<file path="src/serial_message_deframer_top_defines.svh">
// ----------------------------------------------------------------------------
// Serial message deframer assertion macros
// Concurrent check wrappers, clocked on clk and disabled in reset.
// ----------------------------------------------------------------------------
`ifndef SERIAL_MESSAGE_DEFRAMER_TOP_DEFINES_SVH
`define SERIAL_MESSAGE_DEFRAMER_TOP_DEFINES_SVH

`ifndef SYNTHESIS
`define SMD_ASSERT_IMP(name, ante, cons) \
    name: assert property (@(posedge clk) disable iff (!rst_n) (ante) |-> (cons)) \
        else $error("smd check failed");
`define SMD_ASSERT_NXT(name, ante, cons) \
    name: assert property (@(posedge clk) disable iff (!rst_n) (ante) |=> (cons)) \
        else $error("smd check failed");
`else
`define SMD_ASSERT_IMP(name, ante, cons)
`define SMD_ASSERT_NXT(name, ante, cons)
`endif

`endif

</file>
<file path="src/smd_pkg.sv">
// ----------------------------------------------------------------------------
// Serial message deframer package
// Shared types, codes and reset constants.
// ----------------------------------------------------------------------------
`default_nettype none

package smd_pkg;

    localparam int unsigned MAX_BODY_DEFAULT = 128;

    localparam logic [7:0] START_CODE_RESET = 8'h1B;
    localparam logic [7:0] TOKEN_CODE_RESET = 8'h0E;

    localparam int unsigned CFG_INDEX_W = 2;
    localparam logic [CFG_INDEX_W-1:0] REG_START_CODE = 2'd0;
    localparam logic [CFG_INDEX_W-1:0] REG_TOKEN_CODE = 2'd1;

    typedef enum logic [2:0] {
        PH_HUNT   = 3'd0,
        PH_SEQ    = 3'd1,
        PH_LEN_HI = 3'd2,
        PH_LEN_LO = 3'd3,
        PH_TOKEN  = 3'd4,
        PH_BODY   = 3'd5,
        PH_CHECK  = 3'd6
    } phase_t;

    typedef enum logic [1:0] {
        KIND_BODY  = 2'd0,
        KIND_END   = 2'd1,
        KIND_ABORT = 2'd2
    } kind_t;

    typedef struct packed {
        logic [7:0] rx_byte;
        logic       rx_error;
    } item_t;

    typedef struct packed {
        kind_t       kind;
        logic [7:0]  data_byte;
        logic [6:0]  body_index;
        logic [7:0]  frame_seq;
        logic [15:0] body_length;
        logic        checksum_ok;
        logic        truncated;
    } result_t;

endpackage

`default_nettype wire

</file>
<file path="src/smd_in_reg.sv">
// ----------------------------------------------------------------------------
// Serial message deframer input register
// Holds one received byte until the frame logic takes it.
// ----------------------------------------------------------------------------
`default_nettype none

module smd_in_reg (
    input  wire logic          clk,
    input  wire logic          rst_n,
    input  wire logic          in_valid,
    output logic               in_stall,
    input  wire smd_pkg::item_t item_in,
    input  wire logic          res_block,
    output logic               step,
    output smd_pkg::item_t     item_out
);
    import smd_pkg::*;

    logic  valid_reg;
    logic  valid_next;
    item_t item_reg;
    logic  accept;

    assign in_stall = valid_reg && res_block;
    assign accept   = in_valid && !in_stall;
    assign step     = valid_reg && !res_block;
    assign item_out = item_reg;

    always_comb
    begin
        if (accept)
            valid_next = 1'b1;
        else if (step)
            valid_next = 1'b0;
        else
            valid_next = valid_reg;
    end

    always_ff @(posedge clk or negedge rst_n)
    begin
        if (!rst_n)
            valid_reg <= 1'b0;
        else
            valid_reg <= valid_next;
    end

    always_ff @(posedge clk)
    begin
        if (accept)
            item_reg <= item_in;
    end

endmodule

`default_nettype wire

</file>
<file path="src/smd_core.sv">
// ----------------------------------------------------------------------------
// Serial message deframer frame logic
// Phase state machine, header capture, body count and running XOR.
// ----------------------------------------------------------------------------
`default_nettype none
`include "serial_message_deframer_top_defines.svh"

module smd_core #(
    parameter int unsigned MAX_BODY = smd_pkg::MAX_BODY_DEFAULT
) (
    input  wire logic           clk,
    input  wire logic           rst_n,
    input  wire logic           step,
    input  wire smd_pkg::item_t item,
    input  wire logic [7:0]     start_code,
    input  wire logic [7:0]     token_code,
    output logic                res_fire,
    output smd_pkg::result_t    res
);
    import smd_pkg::*;

    phase_t      phase_reg;
    phase_t      phase_next;
    logic [7:0]  seq_reg;
    logic [7:0]  seq_next;
    logic [15:0] length_reg;
    logic [15:0] length_next;
    logic [15:0] count_reg;
    logic [15:0] count_next;
    logic [7:0]  xor_reg;
    logic [7:0]  xor_next;
    logic [15:0] count_inc;
    logic [7:0]  xor_upd;
    logic        pos_stored;
    logic        over_cap;

    assign count_inc  = count_reg + 16'd1;
    assign xor_upd    = xor_reg ^ item.rx_byte;
    assign pos_stored = {1'b0, count_reg} < 17'(MAX_BODY);
    assign over_cap   = {1'b0, length_reg} > 17'(MAX_BODY);

    always_comb
    begin
        phase_next = phase_reg;
        if (step)
        begin
            if (item.rx_error)
                phase_next = PH_HUNT;
            else
            begin
                unique case (phase_reg)
                    PH_HUNT:   phase_next = (item.rx_byte == start_code) ? PH_SEQ : PH_HUNT;
                    PH_SEQ:    phase_next = PH_LEN_HI;
                    PH_LEN_HI: phase_next = PH_LEN_LO;
                    PH_LEN_LO: phase_next = PH_TOKEN;
                    PH_TOKEN:
                    begin
                        if (item.rx_byte != token_code)
                            phase_next = PH_HUNT;
                        else if (length_reg == 16'd0)
                            phase_next = PH_CHECK;
                        else
                            phase_next = PH_BODY;
                    end
                    PH_BODY:   phase_next = (count_inc >= length_reg) ? PH_CHECK : PH_BODY;
                    PH_CHECK:  phase_next = PH_HUNT;
                    default:   phase_next = PH_HUNT;
                endcase
            end
        end
    end

    always_comb
    begin
        seq_next          = seq_reg;
        length_next       = length_reg;
        count_next        = count_reg;
        xor_next          = xor_reg;
        res_fire          = 1'b0;
        res               = '0;
        res.frame_seq     = seq_reg;
        res.body_length   = length_reg;
        if (step)
        begin
            if (item.rx_error)
            begin
                if (phase_reg == PH_BODY || phase_reg == PH_CHECK)
                begin
                    res_fire = 1'b1;
                    res.kind = KIND_ABORT;
                end
            end
            else
            begin
                case (phase_reg)
                    PH_HUNT:
                    begin
                        if (item.rx_byte == start_code)
                            xor_next = item.rx_byte;
                    end
                    PH_SEQ:
                    begin
                        seq_next = item.rx_byte;
                        xor_next = xor_upd;
                    end
                    PH_LEN_HI:
                    begin
                        length_next = {item.rx_byte, 8'd0};
                        xor_next    = xor_upd;
                    end
                    PH_LEN_LO:
                    begin
                        length_next = {length_reg[15:8], item.rx_byte};
                        xor_next    = xor_upd;
                    end
                    PH_TOKEN:
                    begin
                        if (item.rx_byte == token_code)
                        begin
                            xor_next   = xor_upd;
                            count_next = 16'd0;
                        end
                    end
                    PH_BODY:
                    begin
                        xor_next   = xor_upd;
                        count_next = count_inc;
                        if (pos_stored)
                        begin
                            res_fire       = 1'b1;
                            res.kind       = KIND_BODY;
                            res.data_byte  = item.rx_byte;
                            res.body_index = count_reg[6:0];
                        end
                    end
                    PH_CHECK:
                    begin
                        xor_next        = xor_upd;
                        res_fire        = 1'b1;
                        res.kind        = KIND_END;
                        res.checksum_ok = (xor_upd == 8'd0);
                        res.truncated   = over_cap;
                    end
                    default:
                    begin
                        xor_next = xor_reg;
                    end
                endcase
            end
        end
    end

    always_ff @(posedge clk or negedge rst_n)
    begin
        if (!rst_n)
        begin
            phase_reg  <= PH_HUNT;
            seq_reg    <= 8'd0;
            length_reg <= 16'd0;
            count_reg  <= 16'd0;
            xor_reg    <= 8'd0;
        end
        else
        begin
            phase_reg  <= phase_next;
            seq_reg    <= seq_next;
            length_reg <= length_next;
            count_reg  <= count_next;
            xor_reg    <= xor_next;
        end
    end

    `SMD_ASSERT_IMP(a_end_from_check,
        res_fire && res.kind == KIND_END, phase_reg == PH_CHECK && !item.rx_error)
    `SMD_ASSERT_NXT(a_check_closes, step && phase_reg == PH_CHECK, phase_reg == PH_HUNT)
    `SMD_ASSERT_NXT(a_error_hunts, step && item.rx_error, phase_reg == PH_HUNT)
    `SMD_ASSERT_IMP(a_body_in_body,
        res_fire && res.kind == KIND_BODY, phase_reg == PH_BODY && count_reg < length_reg)

endmodule

`default_nettype wire

</file>
<file path="src/smd_out_reg.sv">
// ----------------------------------------------------------------------------
// Serial message deframer result register
// Holds one result until the consumer takes it.
// ----------------------------------------------------------------------------
`default_nettype none

module smd_out_reg (
    input  wire logic             clk,
    input  wire logic             rst_n,
    input  wire logic             load,
    input  wire smd_pkg::result_t res_in,
    input  wire logic             out_stall,
    output logic                  out_valid,
    output logic                  res_block,
    output smd_pkg::result_t      res_out
);
    import smd_pkg::*;

    logic    valid_reg;
    logic    valid_next;
    result_t res_reg;

    assign out_valid = valid_reg;
    assign res_block = valid_reg && out_stall;
    assign res_out   = res_reg;

    always_comb
    begin
        if (load)
            valid_next = 1'b1;
        else if (res_block)
            valid_next = 1'b1;
        else
            valid_next = 1'b0;
    end

    always_ff @(posedge clk or negedge rst_n)
    begin
        if (!rst_n)
            valid_reg <= 1'b0;
        else
            valid_reg <= valid_next;
    end

    always_ff @(posedge clk)
    begin
        if (load)
            res_reg <= res_in;
    end

endmodule

`default_nettype wire

</file>
<file path="src/serial_message_deframer_top.sv">
// ----------------------------------------------------------------------------
// Serial message deframer
// Finds framed messages in a received byte stream and reports body bytes,
// frame ends and aborts. One byte is taken every cycle unless in_stall is
// high; a byte passes an input register and the frame state update, and
// its result (if any) is loaded into the result register and shown there.
// Throughput is one byte per cycle while the input is not stalled; the
// input stalls only while a held result is stalled.
// Configuration writes are always ready and take effect on the next byte.
// ----------------------------------------------------------------------------
`default_nettype none

module serial_message_deframer_top #(
    parameter int unsigned MAX_BODY = smd_pkg::MAX_BODY_DEFAULT
) (
    input  wire logic                            clk,
    input  wire logic                            rst_n,
    input  wire logic                            in_valid,
    output logic                                 in_stall,
    input  wire logic [7:0]                      rx_byte,
    input  wire logic                            rx_error,
    output logic                                 out_valid,
    input  wire logic                            out_stall,
    output logic [1:0]                           kind,
    output logic [7:0]                           data_byte,
    output logic [6:0]                           body_index,
    output logic [7:0]                           frame_seq,
    output logic [15:0]                          body_length,
    output logic                                 checksum_ok,
    output logic                                 truncated,
    input  wire logic                            cfg_valid,
    output logic                                 cfg_ready,
    input  wire logic [smd_pkg::CFG_INDEX_W-1:0] cfg_index,
    input  wire logic [7:0]                      cfg_data
);
    import smd_pkg::*;

    logic [7:0] start_code_reg;
    logic [7:0] token_code_reg;
    item_t      item_in;
    item_t      item_s1;
    logic       step;
    logic       res_block;
    logic       res_fire;
    result_t    res_core;
    result_t    res_out;

    assign cfg_ready = 1'b1;

    always_ff @(posedge clk or negedge rst_n)
    begin
        if (!rst_n)
        begin
            start_code_reg <= START_CODE_RESET;
            token_code_reg <= TOKEN_CODE_RESET;
        end
        else if (cfg_valid)
        begin
            unique case (cfg_index)
                REG_START_CODE: start_code_reg <= cfg_data;
                REG_TOKEN_CODE: token_code_reg <= cfg_data;
                default:
                begin
                    start_code_reg <= start_code_reg;
                end
            endcase
        end
    end

    assign item_in.rx_byte  = rx_byte;
    assign item_in.rx_error = rx_error;

    smd_in_reg u_in_reg (
        .clk       (clk),
        .rst_n     (rst_n),
        .in_valid  (in_valid),
        .in_stall  (in_stall),
        .item_in   (item_in),
        .res_block (res_block),
        .step      (step),
        .item_out  (item_s1)
    );

    smd_core #(
        .MAX_BODY (MAX_BODY)
    ) u_core (
        .clk        (clk),
        .rst_n      (rst_n),
        .step       (step),
        .item       (item_s1),
        .start_code (start_code_reg),
        .token_code (token_code_reg),
        .res_fire   (res_fire),
        .res        (res_core)
    );

    smd_out_reg u_out_reg (
        .clk       (clk),
        .rst_n     (rst_n),
        .load      (res_fire),
        .res_in    (res_core),
        .out_stall (out_stall),
        .out_valid (out_valid),
        .res_block (res_block),
        .res_out   (res_out)
    );

    assign kind        = res_out.kind;
    assign data_byte   = res_out.data_byte;
    assign body_index  = res_out.body_index;
    assign frame_seq   = res_out.frame_seq;
    assign body_length = res_out.body_length;
    assign checksum_ok = res_out.checksum_ok;
    assign truncated   = res_out.truncated;

endmodule

`default_nettype wire
</file>
<file path="config.mk">
export PLATFORM = sky130hd
export DESIGN_NAME = serial_message_deframer_top
export DESIGN_NICKNAME = d
export VERILOG_FILES = /design/src/smd_pkg.sv /design/src/smd_in_reg.sv /design/src/smd_core.sv /design/src/smd_out_reg.sv /design/src/serial_message_deframer_top.sv
export VERILOG_INCLUDE_DIRS = /design/src /design/src/src
export SDC_FILE = /design/constraint.sdc
export NUM_CORES = 1
export LEC_CHECK = 0
export BUFFER_PORTS_ARGS = -buffer_cell sky130_fd_sc_hd__buf_2
export CORE_AREA = 2 2 103 105
export CTS_CLUSTER_SIZE = 16
export DETAILED_ROUTE_END_ITERATION = 8
export DIE_AREA = 0 0 105 107
export GPL_TIMING_DRIVEN = 0
export MAX_ROUTING_LAYER = met4
export PLACE_DENSITY = 0.8
export SLEW_MARGIN = 20
export SYNTH_ARGS = -nofsm -noshare
export SYNTH_HDL_FRONTEND = slang
export SYNTH_HIERARCHICAL = 1
export SYNTH_SLANG_ARGS = --single-unit
</file>
<file path="constraint.sdc">
create_clock -name clk -period 3.86 [get_ports clk]
set_clock_uncertainty 0.15 [all_clocks]
set_input_delay 0 -clock clk [delete_from_list [all_inputs] [get_ports clk]]
set_output_delay 0 -clock clk [all_outputs]
set_load 0.02 [all_outputs]
</file>
==> results.md <==
* DP Area at around 6400 sq um
* Worst-Margin Slew at between 0.9 and 1 ns
* Clk_lat worst skew at 0.52 ns
* Worst Setup Start Kind: flip-flop
* Via count at between 4,000 and 5,000
* Clk slew on worst S/H paths at roughly 0.06 ns
* Final TNS setup at 0 ns
* Boundary Pins at 70
* Register Area at approximately 3300 sq um
* Cell area power density at just under 500 nW/um^2
* Remaining Overflow, GRT at 0
* Most common cell after layout, fill and taps aside: buf_2
* Most frequent cells in the layout: 72 x buf_2, 62 x dfrtp_1, 52 x edfxtp_1
* H-tree depth at 4
* Share of cells above drive strength 1 at between 20% and 30%
* Final net count at 630
* Sequential share of the synthesized area at about 57%
* CTS tree: built
* P_int at 0.002569 W
* Relative slew slack at between 30% and 40%
* Post-synth EDFFs at 52
* Final design area excluding fillers at between 7000 and 8000 sq um
* RSZ-0062 raised after global routing: no
* Mapped cell area at approximately 5800 sq um
* Net Sw Power at 0.0009042 W
* Routed Antenna Nets at 0
* Sink Count at 121
* Worst setup path start: u_core/count_reg[2]$_DFFE_PN0P_
* Setup WS pre-CTS at roughly 0.69 ns
* Peak Freq at ~300 MHz
* Max-slew violations at 0
* Initial Utilization at between 50% and 60%
* Crit path capture: u_core/phase_reg[1]$_DFFE_PN0P_
* Final Hold Viols at 0
* Ant diodes at 0
* Num rows at 37
* Syn Inst Count at 469
* CP required at a little over 4 ns
* Asr flop ratio synth at 57.02%
* Crit path kind: reg -> reg
* Initial antenna violation count at 0
* Worst min path class: in -> reg
* Clk pwr share at around two fifths
* Post-DP HPWL at between 8000 and 9000 um
* Core area at 10,090 sq um
* GRT Overall Usage at around a quarter
* Post-route clock period utilization at between 80% and 90%
* Worst r2r src: u_core/count_reg[2]$_DFFE_PN0P_
* Layout area overhead at 24.15%
* Routed WL at 13,240 um
* Worst Setup End Kind: flip-flop
* RR Endpoint: u_core/phase_reg[1]$_DFFE_PN0P_
* Clock period minus worst slack at 3.291 ns
* CP arrival at 3.50 ns
* Die span in y at roughly 110 um
* Setup ws final at roughly 0.57 ns
* Part of the power in registers at between 40% and 50%
* Logic pwr share at 13.2%
* Max-Cap Viols at 0
* CTS-repair resized insts at 0
* Total iterations of the first detailed-routing run at 6
* Gpl congestion at around 0.9
* TritonCTS Buffers at 17
* Clk root buf: clkbuf_8
* Crit Path Max Fanout at 6
* Synth Flop Type: dfrtp_1
* Layout fillers at about 700
* Area of the multi-input gates at about 2300 sq um
* Vias in the first global route at 4,347
* WL/cell at 17.94 um
* First-pass GRT wire length at 21,910 um
* Max Root-Sink Buffers at 2
* Sw Ratio at between 20% and 30%
* Post-Syn Area per Cell at between 10 and 15 sq um
* Static leakage at between 3 and 4 nW
* Worst VDD drop at between 0.2 and 0.3 mV
* # DRC at 0
* Yosys warning count at 6
* Synth Register Bits at approximately 120
* Via-to-Cell Ratio at 5.738
* Status: complete, no violations
* Port buffer count at 68
* Syn_nets at 510
* Die width at approximately 110 um
* Setup violators final at 0
* Largest net degree at the start of global routing at 40
* R2R setup slack at ~0.57 ns
* Worst r2r path cells at 11
* Drt first-iter violations at approximately 370
* Max reg flops at 43
* Die area at around 11,000 sq um
* Post-synthesis cell type count at between 50 and 60
## timing repair
action | in CTS | in global routing
setup buffers | 0 | 0
endpoints found under the hold margin | 105 | 0
hold buffers | 31 | 0
## power by group through the flow
stage | clock network, W | registers, W | logic [W]
2_1_floorplan | 0 | 0.00159 | 0.000307
3_3_place_gp | 0 | 0.00162 | 0.000373
3_5_place_dp | 0 | 0.00163 | 0.000404
4_1_cts | 0.00142 | 0.00161 | 0.000450
5_1_grt | 0.00148 | 0.00163 | 0.000512
6_report | 0.00140 | 0.00161 | 0.000460
## how the worst min path moves through the flow
| stage | startpoint | end | cells after the start |
|---|---|---|---|
| after floorplan | rst_n | start_code_reg[2]$_DFFE_PN0P_ | 0 |
| after global placement | rx_byte[2] | u_in_reg/item_out[3]$_DFFE_PP_ | 1 |
| after detailed placement | rst_n | token_code_reg[0]$_DFFE_PN0P_ | 1 |
| after CTS | rx_byte[6] | u_in_reg/item_out[7]$_DFFE_PP_ | 2 |
| after global routing | rx_byte[3] | u_in_reg/item_out[4]$_DFFE_PP_ | 2 |
| final | rx_byte[6] | u_in_reg/item_out[7]$_DFFE_PP_ | 2 |
## metrics by stage
step / power, W / util (%) / instances / hold WS (ns)
6_report: 0.003473 / 71.32 / 738 / 0.03626
5_1_grt: 0.003623 / 71.32 / 738 / 0.03849
4_1_cts: 0.003475 / 71.32 / 738 / 0.02060
3_5_place_dp: 0.002032 / 62.94 / 675 / -0.1809
3_3_place_gp: 0.001993 / 62.51 / 673 / 0.02646
2_1_floorplan: 0.001899 / - / 469 / -0.4456
## synth_stat cells (3+ instances only)
cell | n | area share [%]
xor2_1 | 20 | 3.0
xnor2_1 | 17 | 2.6
nor4_1 | 9 | 0.97
edfxtp_1 | 52 | 27
dfstp_2 | 7 | 3.2
dfrtp_1 | 62 | 27
clkbuf_1 | 12 | 0.78
o22a_1 | 8 | 1.2
mux2_1 | 16 | 3.1
nand3_1 | 8 | 0.69
mux2_2 | 17 | 3.3
nand3b_1 | 9 | 1.2
nand2_1 | 33 | 2.1
o21ai_1 | 3 | 0.26
nand4_1 | 17 | 1.8
o21ai_0 | 13 | 1.1
a22o_1 | 6 | 0.91
a21oi_1 | 5 | 0.43
nor3_1 | 8 | 0.69
buf_2 | 5 | 0.43
buf_6 | 4 | 0.78
a21o_1 | 7 | 0.91
nor2_1 | 15 | 0.97
inv_1 | 16 | 1.0
o211ai_1 | 9 | 1.2
nand2b_1 | 11 | 1.2
and4_1 | 4 | 0.60
and2_1 | 18 | 1.9
and3_1 | 7 | 0.76
ha_1 | 17 | 3.7
## layout make-up
class                   count  area share [%]
clock inverters            14           1.495
clock buffers              18           5.806
plain buffers              23           1.808
inverters                  16          0.8343
repair buffers            101           9.769
multi-input cells         309           32.12
well taps                 136           2.364
flip-flops and latches    121           45.80
## metal layers
| metal | up-vias | track usage (%) | share of wire, % |
|---|---|---|---|
| met5 | - | - | 0 |
| met2 | 184 | 42.58 | 50 |
| met3 | 29 | 5.167 | 5.5 |
| li1 | 1942 | - | - |
| met1 | 2080 | 32.73 | 43 |
| met4 | 0 | 10.76 | 2.1 |
## worst max-delay path, cell delays in order (launching register included)
cell       delay (ns)
dfrtp_1          0.44
and3_1           0.19
clkbuf_1         0.26
nand4_1          0.22
nor3_1           0.33
xor2_1           0.21
ha_1             0.28
a21o_1           0.19
a21o_1           0.18
a21o_1           0.19
a211oi_1         0.33
o2111ai_1        0.16
## cells by family (layout without fill, tap and decap cells)
| group | after synthesis | in the layout | synth area share [%] |
|---|---|---|---|
| simple gates | 151 | 151 | 15.19 |
| buf+inv | 39 | 172 | 3.280 |
| other cells | 1 | 1 | 0.06468 |
| flops | 121 | 121 | 56.86 |
| xor+xnor | 38 | 38 | 5.870 |
| compound gates | 69 | 69 | 8.653 |
| mux | 33 | 33 | 6.409 |
| fa+ha+maj | 17 | 17 | 3.668 |
Power figures use the tool's default switching activity.
